--- config.mk ---
export PLATFORM = sky130hd
export DESIGN_NAME = ppm_pulse_decoder
export DESIGN_NICKNAME = d
export VERILOG_FILES = /design/src/rtl/ppd_pkg.sv /design/src/rtl/ppm_pulse_decoder.sv /design/src/rtl/ppd_front.sv /design/src/rtl/ppd_queue.sv /design/src/rtl/ppd_back.sv
export SDC_FILE = /design/constraint.sdc
export NUM_CORES = 1
export LEC_CHECK = 0
export BUFFER_PORTS_ARGS = -buffer_cell sky130_fd_sc_hd__buf_2
export CAP_MARGIN = 20
export CORE_ASPECT_RATIO = 1.1
export CORE_MARGIN = 2
export CORE_UTILIZATION = 65
export CTS_CLUSTER_SIZE = 10
export DETAILED_ROUTE_END_ITERATION = 8
export PLACE_DENSITY = 0.84
export RECOVER_POWER = 100
export SLEW_MARGIN = 20
export SYNTH_ARGS = -nofsm -noshare
export SYNTH_HDL_FRONTEND = slang
export SYNTH_SLANG_ARGS = --single-unit
--- constraint.sdc ---
create_clock -name clk_i -period 11.55 [get_ports clk_i]
set_clock_uncertainty 0.05 [all_clocks]
set_input_delay 1.155 -clock clk_i [delete_from_list [all_inputs] [get_ports clk_i]]
set_output_delay 1.155 -clock clk_i [all_outputs]
set_load 0.02 [all_outputs]
--- src/rtl/ppd_pkg.sv ---
// shared types, constants and helpers of the ppm pulse decoder
package ppd_pkg;

  localparam int unsigned CHANNELS_DEF = 9;
  localparam int unsigned TIME_W       = 16;
  localparam int unsigned SLOT_W       = 4;
  localparam int unsigned REG_IDX_W    = 2;
  localparam int unsigned QUEUE_DEPTH  = 2;

  // register indexes of the config port
  localparam logic [REG_IDX_W-1:0] REG_SYNC_THRESHOLD = 2'd0;
  localparam logic [REG_IDX_W-1:0] REG_MIN_PULSE      = 2'd1;
  localparam logic [REG_IDX_W-1:0] REG_MAX_PULSE      = 2'd2;

  localparam logic [TIME_W-1:0] SYNC_THRESHOLD_RST = 16'd5000;
  localparam logic [TIME_W-1:0] MIN_PULSE_RST      = 16'd1800;
  localparam logic [TIME_W-1:0] MAX_PULSE_RST      = 16'd4200;
  localparam logic [TIME_W-1:0] STORE_RST_LOW      = 16'd1800;
  localparam logic [TIME_W-1:0] STORE_RST_MID      = 16'd3000;

  typedef enum logic [1:0] {
    KIND_SYNC   = 2'd0,
    KIND_STORED = 2'd1,
    KIND_RANGE  = 2'd2,
    KIND_BEYOND = 2'd3
  } kind_e;

  typedef struct packed {
    logic [TIME_W-1:0] sync_threshold;
    logic [TIME_W-1:0] min_pulse;
    logic [TIME_W-1:0] max_pulse;
  } cfg_t;

  typedef struct packed {
    logic [TIME_W-1:0] interval;
    kind_e             kind;
    logic [SLOT_W-1:0] slot;
  } item_t;

  // power-up contents of one channel store entry
  function automatic logic [TIME_W-1:0] store_reset_value(input int unsigned idx);
    logic [TIME_W-1:0] val;
    val = ((idx >= 1) && (idx <= 3)) ? STORE_RST_MID : STORE_RST_LOW;
    return val;
  endfunction

endpackage

--- src/rtl/ppm_pulse_decoder.sv ---
// top level of the ppm pulse decoder: config registers, classifier, queue, store stage
//
//   channel | signals                           | direction | beat contents
//   --------+-----------------------------------+-----------+---------------------------------
//   cfg     | cfg_valid_i / cfg_ready_o         | in        | cfg_index_i, cfg_data_i
//   in      | in_valid_i / in_ready_o           | in        | edge_time_i
//   out     | out_valid_o / out_ready_i         | out       | interval_o, kind_o, slot_o,
//           |                                   |           | slot_value_o
//
// one edge per cycle sustained while out_ready_i stays high; a result passes
// through a queue entry and then the output register after its edge beat
// the front stage does the subtract and the four compares in the accept cycle,
// the back stage updates the channel store and loads the output register
// a two-beat queue separates the stages, so the input keeps flowing while a
// result waits; in_ready_o drops only when the queue is full
// reset clears the config to its defaults, the index and previous edge to zero,
// and reloads the channel store contents at once, no clearing pass
// the config port is always ready; writes to an unknown index are dropped
module ppm_pulse_decoder #(
  parameter int unsigned CHANNELS = ppd_pkg::CHANNELS_DEF
) (
  input  logic                          clk_i,
  input  logic                          rst_ni,
  // config port
  input  logic                          cfg_valid_i,
  output logic                          cfg_ready_o,
  input  logic [ppd_pkg::REG_IDX_W-1:0] cfg_index_i,
  input  logic [ppd_pkg::TIME_W-1:0]    cfg_data_i,
  // edge beats
  input  logic                          in_valid_i,
  output logic                          in_ready_o,
  input  logic [ppd_pkg::TIME_W-1:0]    edge_time_i,
  // result beats
  output logic                          out_valid_o,
  input  logic                          out_ready_i,
  output logic [ppd_pkg::TIME_W-1:0]    interval_o,
  output logic [1:0]                    kind_o,
  output logic [ppd_pkg::SLOT_W-1:0]    slot_o,
  output logic [ppd_pkg::TIME_W-1:0]    slot_value_o
);

  ppd_pkg::cfg_t  cfg_q, cfg_d;
  logic           cfg_we;

  logic           push, q_full, q_valid, pop;
  ppd_pkg::item_t front_item, q_item;

  // config registers: the user must write them only while the datapath is idle; the block does not enforce it
  assign cfg_ready_o = 1'b1;
  assign cfg_we      = cfg_valid_i & cfg_ready_o;

  always_comb begin
    cfg_d = cfg_q;
    if (cfg_we) begin
      case (cfg_index_i)
        ppd_pkg::REG_SYNC_THRESHOLD: cfg_d.sync_threshold = cfg_data_i;
        ppd_pkg::REG_MIN_PULSE:      cfg_d.min_pulse      = cfg_data_i;
        ppd_pkg::REG_MAX_PULSE:      cfg_d.max_pulse      = cfg_data_i;
        default:                     cfg_d = cfg_q;
      endcase
    end
  end

  always_ff @(posedge clk_i or negedge rst_ni) begin
    if (!rst_ni) begin
      cfg_q.sync_threshold <= ppd_pkg::SYNC_THRESHOLD_RST;
      cfg_q.min_pulse      <= ppd_pkg::MIN_PULSE_RST;
      cfg_q.max_pulse      <= ppd_pkg::MAX_PULSE_RST;
    end else begin
      cfg_q <= cfg_d;
    end
  end

  // classify each edge and track the channel index
  ppd_front #(
    .CHANNELS (CHANNELS)
  ) u_front (
    .clk_i       (clk_i),
    .rst_ni      (rst_ni),
    .cfg_i       (cfg_q),
    .in_valid_i  (in_valid_i),
    .in_ready_o  (in_ready_o),
    .edge_time_i (edge_time_i),
    .push_o      (push),
    .item_o      (front_item),
    .q_full_i    (q_full)
  );

  // decoupling queue
  ppd_queue u_queue (
    .clk_i   (clk_i),
    .rst_ni  (rst_ni),
    .push_i  (push),
    .item_i  (front_item),
    .full_o  (q_full),
    .pop_i   (pop),
    .valid_o (q_valid),
    .item_o  (q_item)
  );

  // channel store and output register
  ppd_back #(
    .CHANNELS (CHANNELS)
  ) u_back (
    .clk_i        (clk_i),
    .rst_ni       (rst_ni),
    .q_valid_i    (q_valid),
    .item_i       (q_item),
    .pop_o        (pop),
    .out_valid_o  (out_valid_o),
    .out_ready_i  (out_ready_i),
    .interval_o   (interval_o),
    .kind_o       (kind_o),
    .slot_o       (slot_o),
    .slot_value_o (slot_value_o)
  );

endmodule

--- src/rtl/ppd_front.sv ---
// front part: interval measurement, classification and channel index tracking
module ppd_front #(
  parameter int unsigned CHANNELS = ppd_pkg::CHANNELS_DEF
) (
  input  logic                       clk_i,
  input  logic                       rst_ni,
  input  ppd_pkg::cfg_t              cfg_i,
  input  logic                       in_valid_i,
  output logic                       in_ready_o,
  input  logic [ppd_pkg::TIME_W-1:0] edge_time_i,
  output logic                       push_o,
  output ppd_pkg::item_t             item_o,
  input  logic                       q_full_i
);

  localparam logic [ppd_pkg::SLOT_W-1:0] CH_LIMIT = ppd_pkg::SLOT_W'(CHANNELS);

  logic [ppd_pkg::TIME_W-1:0] prev_q, prev_d;
  logic [ppd_pkg::SLOT_W-1:0] idx_q, idx_d;
  logic [ppd_pkg::TIME_W-1:0] interval;
  logic                       is_sync, is_sat, in_window;
  ppd_pkg::kind_e             kind;

  assign in_ready_o = ~q_full_i;
  assign push_o     = in_valid_i & in_ready_o;

  // wraps modulo 2^16 by width
  assign interval  = edge_time_i - prev_q;
  assign is_sync   = interval > cfg_i.sync_threshold;
  assign is_sat    = idx_q >= CH_LIMIT;
  assign in_window = (interval >= cfg_i.min_pulse) && (interval <= cfg_i.max_pulse);

  always_comb begin
    idx_d  = idx_q;
    prev_d = prev_q;
    if (is_sync) begin
      kind = ppd_pkg::KIND_SYNC;
    end else if (is_sat) begin
      kind = ppd_pkg::KIND_BEYOND;
    end else if (in_window) begin
      kind = ppd_pkg::KIND_STORED;
    end else begin
      kind = ppd_pkg::KIND_RANGE;
    end
    if (push_o) begin
      prev_d = edge_time_i;
      if (is_sync) begin
        idx_d = '0;
      end else if (!is_sat) begin
        idx_d = idx_q + 1'b1;
      end
    end
  end

  assign item_o.interval = interval;
  assign item_o.kind     = kind;
  assign item_o.slot     = idx_q;

  always_ff @(posedge clk_i or negedge rst_ni) begin
    if (!rst_ni) begin
      prev_q <= '0;
      idx_q  <= '0;
    end else begin
      prev_q <= prev_d;
      idx_q  <= idx_d;
    end
  end

endmodule

--- src/rtl/ppd_queue.sv ---
// small fifo between the classifier and the store stage
module ppd_queue (
  input  logic           clk_i,
  input  logic           rst_ni,
  input  logic           push_i,
  input  ppd_pkg::item_t item_i,
  output logic           full_o,
  input  logic           pop_i,
  output logic           valid_o,
  output ppd_pkg::item_t item_o
);

  localparam int unsigned PTR_W = (ppd_pkg::QUEUE_DEPTH > 1) ?
                                  $clog2(ppd_pkg::QUEUE_DEPTH) : 1;
  localparam int unsigned CNT_W = $clog2(ppd_pkg::QUEUE_DEPTH + 1);
  localparam logic [PTR_W-1:0] LAST_PTR = PTR_W'(ppd_pkg::QUEUE_DEPTH - 1);
  localparam logic [CNT_W-1:0] FULL_CNT = CNT_W'(ppd_pkg::QUEUE_DEPTH);

  ppd_pkg::item_t   mem_q [ppd_pkg::QUEUE_DEPTH];
  logic [PTR_W-1:0] wr_q, wr_d, rd_q, rd_d;
  logic [CNT_W-1:0] cnt_q, cnt_d;
  logic             do_pop;

  assign full_o  = cnt_q == FULL_CNT;
  assign valid_o = cnt_q != '0;
  assign item_o  = mem_q[rd_q];
  assign do_pop  = pop_i & valid_o;

  always_comb begin
    wr_d  = wr_q;
    rd_d  = rd_q;
    cnt_d = cnt_q;
    if (push_i) begin
      wr_d = (wr_q == LAST_PTR) ? '0 : wr_q + 1'b1;
    end
    if (do_pop) begin
      rd_d = (rd_q == LAST_PTR) ? '0 : rd_q + 1'b1;
    end
    if (push_i && !do_pop) begin
      cnt_d = cnt_q + 1'b1;
    end else if (!push_i && do_pop) begin
      cnt_d = cnt_q - 1'b1;
    end
  end

  always_ff @(posedge clk_i) begin
    if (push_i) begin
      mem_q[wr_q] <= item_i;
    end
  end

  always_ff @(posedge clk_i or negedge rst_ni) begin
    if (!rst_ni) begin
      wr_q  <= '0;
      rd_q  <= '0;
      cnt_q <= '0;
    end else begin
      wr_q  <= wr_d;
      rd_q  <= rd_d;
      cnt_q <= cnt_d;
    end
  end

endmodule

--- src/rtl/ppd_back.sv ---
// back part: channel store update and registered result
module ppd_back #(
  parameter int unsigned CHANNELS = ppd_pkg::CHANNELS_DEF
) (
  input  logic                       clk_i,
  input  logic                       rst_ni,
  input  logic                       q_valid_i,
  input  ppd_pkg::item_t             item_i,
  output logic                       pop_o,
  output logic                       out_valid_o,
  input  logic                       out_ready_i,
  output logic [ppd_pkg::TIME_W-1:0] interval_o,
  output logic [1:0]                 kind_o,
  output logic [ppd_pkg::SLOT_W-1:0] slot_o,
  output logic [ppd_pkg::TIME_W-1:0] slot_value_o
);

  localparam int unsigned IDX_W = (CHANNELS > 1) ? $clog2(CHANNELS) : 1;
  localparam logic [ppd_pkg::SLOT_W-1:0] CH_LIMIT = ppd_pkg::SLOT_W'(CHANNELS);

  logic [ppd_pkg::TIME_W-1:0] store_q [CHANNELS];
  logic [IDX_W-1:0]           addr;
  logic                       in_range, do_store;
  logic [ppd_pkg::TIME_W-1:0] value;

  logic                       valid_q, valid_d;
  logic [ppd_pkg::TIME_W-1:0] interval_q, value_q;
  logic [1:0]                 kind_q;
  logic [ppd_pkg::SLOT_W-1:0] slot_q;

  assign pop_o    = q_valid_i & (~valid_q | out_ready_i);
  assign addr     = item_i.slot[IDX_W-1:0];
  assign in_range = item_i.slot < CH_LIMIT;
  assign do_store = pop_o & (item_i.kind == ppd_pkg::KIND_STORED);

  // stored beats forward the new value, saturated slots read zero
  always_comb begin
    if (!in_range) begin
      value = '0;
    end else if (item_i.kind == ppd_pkg::KIND_STORED) begin
      value = item_i.interval;
    end else begin
      value = store_q[addr];
    end
  end

  always_comb begin
    valid_d = valid_q;
    if (pop_o) begin
      valid_d = 1'b1;
    end else if (out_ready_i) begin
      valid_d = 1'b0;
    end
  end

  always_ff @(posedge clk_i or negedge rst_ni) begin
    if (!rst_ni) begin
      for (int unsigned i = 0; i < CHANNELS; i++) begin
        store_q[i] <= ppd_pkg::store_reset_value(i);
      end
    end else if (do_store) begin
      store_q[addr] <= item_i.interval;
    end
  end

  always_ff @(posedge clk_i or negedge rst_ni) begin
    if (!rst_ni) begin
      valid_q <= 1'b0;
    end else begin
      valid_q <= valid_d;
    end
  end

  always_ff @(posedge clk_i) begin
    if (pop_o) begin
      interval_q <= item_i.interval;
      kind_q     <= item_i.kind;
      slot_q     <= item_i.slot;
      value_q    <= value;
    end
  end

  assign out_valid_o  = valid_q;
  assign interval_o   = interval_q;
  assign kind_o       = kind_q;
  assign slot_o       = slot_q;
  assign slot_value_o = value_q;

endmodule

==> results.cfg <==
[power]
power.density_mw_per_mm2 = 308.9
leakage_nw = 6.638
ir_drop_mv = 0.2260

[cts]
postCtsSetupBuffers = 0
path_clk_slew_ns = 0.05
numCtsBuffers = 35
root_buffer = clkbuf_16
clkSinkCount = 299
cts_resized = 0
htree_levels = 2
clk_latency_ns = 0.51
cts_buffer_depth = 3
cts_hold_buffers = 0
cts_tree = yes

[finish]
drive_gt1_share_pct = 15.56
antenna_cells = 0
postLayoutCellArea_sq_mm = 0.01550
syn_to_final_growth_pct = 10.54
n_fill_cell = 1450
fin_nets = 1410

[die]
die_area_sq_mm = 0.02276
row_count = 56
die_w_microns = 144.0
core-area_sq_mm = 0.02123
die_y_microns = 158.0
ios = 80
start_util_pct = 66.04

[detailed_routing]
wl_met3_microns = 1825
drtIter0Drc = 746
vias_per_cell = 6.005
vias = 9728
drt_pass1_iterations = 5
wire_per_inst_microns = 18.71
top_layer = met4
routed_wl_microns = 30310
ant_nets = 0
met1Wirelength_microns = 11920
routed-wl-met2_microns = 15450
drc_errors = 0

[yosys]
yosysTopAreaCell = dfrtp_1
synth_fp_nets = 1342
ys_types = 59
netlist_instances = 1235
synth_seq_cells = 299
yosysWarningCount = 0
syn_area_sq_mm = 0.01402
synth-edff-count = 82
ys.flop_type = dfrtp_1
syn_avg_cell_area_sq_um = 11.35
ys_seq_area_share_pct = 56.81
synth-async-reset-ratio_pct = 72.58
synth_top_area_share_pct = 28.38
synth_area_leaders = dfrtp_1, edfxtp_1, dfstp_2, ha_1, mux4_2

[worst_setup_path]
critical_path_buf_inv_count = 2
cpLargestDelayFamily = buffers and inverters
slowest_stage = clkbuf_1
worstSetupPathType = in2async
end_kind = asynchronous set/reset pin
cp_cell_sequence = clkbuf_1, clkbuf_1
cp_common_cell = clkbuf_1
required_ns = 11.22
cp_data_arrival_time_ns = 6.36
crit_path_max_incr_delay_ns = 2.86
crit_path_max_fanout = 72
startpoint_type = input port

[placed_design]
post_dp_cell_area_sq_mm = 0.01467
dpl.hpwl_microns = 19370
io_buffers = 78
gp_congestion = 0.8923

[sta]
drv_slew = 390
fmax_mhz = 149.5
whs_ns = 0.4285
tns_ns = 0
rsz0062_at_grt = false
finalCriticalPeriod_ns = 6.687
worst_pin_slew_ns = 3.864
setup_viol = 0
hold_violations = 0
slew_headroom_pct = -157.6
period_share_pct = 57.90

[status]
violations = capacitance limit, slew limit
status = complete, but fails checks

[global_routing]
grt.overflow.total = 0
grt_pass1_vias = 9957
grt_max_degree = 87
grt_pass1_wl_microns = 49510
antenna_found_initial = 0
track_usage_pct = 28.06

[hold_path]
hold_class = reg2reg

[job]
cap_violations = 10
synth_stat cells, drive strengths merged (19+ instances only):
cell,n
buf,24
nor2,136
dfrtp,159
o21ai,78
mux4,32
inv,89
mux2i,19
nand2,100
nor2b,20
a21oi,141
dfstp,58
ha,67
clkbuf,47
edfxtp,82
mux2,34
metrics by stage:
step | power (mW) | utilization [%] | worst slack (ns) | instances
after floorplan | 3.250 | - | 7.026 | 1235
after global placement | 3.685 | 69.08 | 6.470 | 1556
after detailed placement | 3.801 | 69.10 | 6.380 | 1556
after CTS | 4.824 | 73.81 | 6.919 | 1620
after global routing | 5.103 | 73.00 | 3.600 | 1620
final | 4.788 | 73.00 | 4.863 | 1620
layout by cell type, fill, tap and decap left out, drive strengths merged, types with 6 or more instances in the layout:
master / Yosys / routed
dfrtp: 159 / 159
a21oi: 141 / 141
nor2: 136 / 136
clkbuf: 47 / 126
nand2: 100 / 100
inv: 89 / 91
edfxtp: 82 / 82
o21ai: 78 / 78
ha: 67 / 67
dfstp: 58 / 58
buf: 24 / 37
mux2: 34 / 34
mux4: 32 / 32
nor2b: 20 / 20
mux2i: 19 / 19
a211oi: 18 / 18
a221oi: 17 / 17
xnor2: 11 / 11
a21o: 10 / 10
nand4: 9 / 9
nor3: 8 / 8
nand2b: 7 / 7
xor2: 7 / 7
nand3: 6 / 6
worst register-to-register path, cell delays in order (launching register included):
cell and delay (ns):
dfrtp_1 0.71, mux2i_1 0.65, clkinvlp_2 1.94, mux4_2 1.31, nor2b_1 0.18, a211oi_1 0.35
a221oi_1 0.16
registers in the layout (all words and copies together) (netlist names):
register	count
u_back.store_q	144
u_queue.rd_q	1
u_front.idx_q	4
u_queue.mem_q	44
u_back.interval_o	16
u_queue.cnt_q	2
u_back.kind_o	2
u_back.out_valid_o	1
u_back.slot_o	4
u_back.slot_value_o	16
u_front.prev_q	16
u_queue.wr_q	1
cfg_q	48
layer usage:
metal,vias to the layer above,global-route usage (%)
met5,-,0
met4,0,12.89
met3,101,4.265
met2,376,49.02
met1,4770,34.56
li1,4481,-
area by class of cell:
| cell class | instances | area, sq um | share of cell area [%] |
|---|---|---|---|
| Sequential cell | 299 | 7965 | 51.39 |
| Multi-Input combinational cell | 774 | 5385 | 34.75 |
| Clock buffer | 61 | 973.4 | 6.281 |
| Timing Repair Buffer | 102 | 442.9 | 2.858 |
| Tap cell | 290 | 362.8 | 2.341 |
| Inverter | 91 | 342.8 | 2.212 |
| Clock inverter | 3 | 26.28 | 0.1695 |
worst paths after layout:
path,slack (ns),to,cells past startpoint,from
max,4.86,u_front.prev_q[14]$_DFFE_PN0P_,2,rst_ni
min,0.43,u_back.store_q[115]$_DFFE_PN1P_,2,u_back.store_q[115]$_DFFE_PN1P_
max reg2reg,5.86,u_back.slot_value_o[14]$_SDFFCE_PP0P_,6,u_queue.rd_q$_DFFE_PN0P_
min reg2reg,0.43,u_back.store_q[115]$_DFFE_PN1P_,2,u_back.store_q[115]$_DFFE_PN1P_
max in group clk_i,5.86,u_back.slot_value_o[14]$_SDFFCE_PP0P_,6,u_queue.rd_q$_DFFE_PN0P_
min in group asynchronous,1.68,u_back.store_q[129]$_DFFE_PN0P_,1,rst_ni
power by group:
group          internal (mW)  switching, mW
registers               1.66          0.205
clock network          0.572          0.410
logic                  0.750           1.19
cell families after synthesis:
family,count (synthesis),share of synthesized area [%]
AO/OA/AOI/OAI,293,12.15
XOR/XNOR,18,1.124
adder cells (fa/ha/maj),68,6.122
multiplexers,85,9.343
AND/OR/NAND/NOR,309,9.647
other,1,0.02675
buffers and inverters,162,4.774
flip-flops,299,56.81
(Power assumes the default switching activity.)
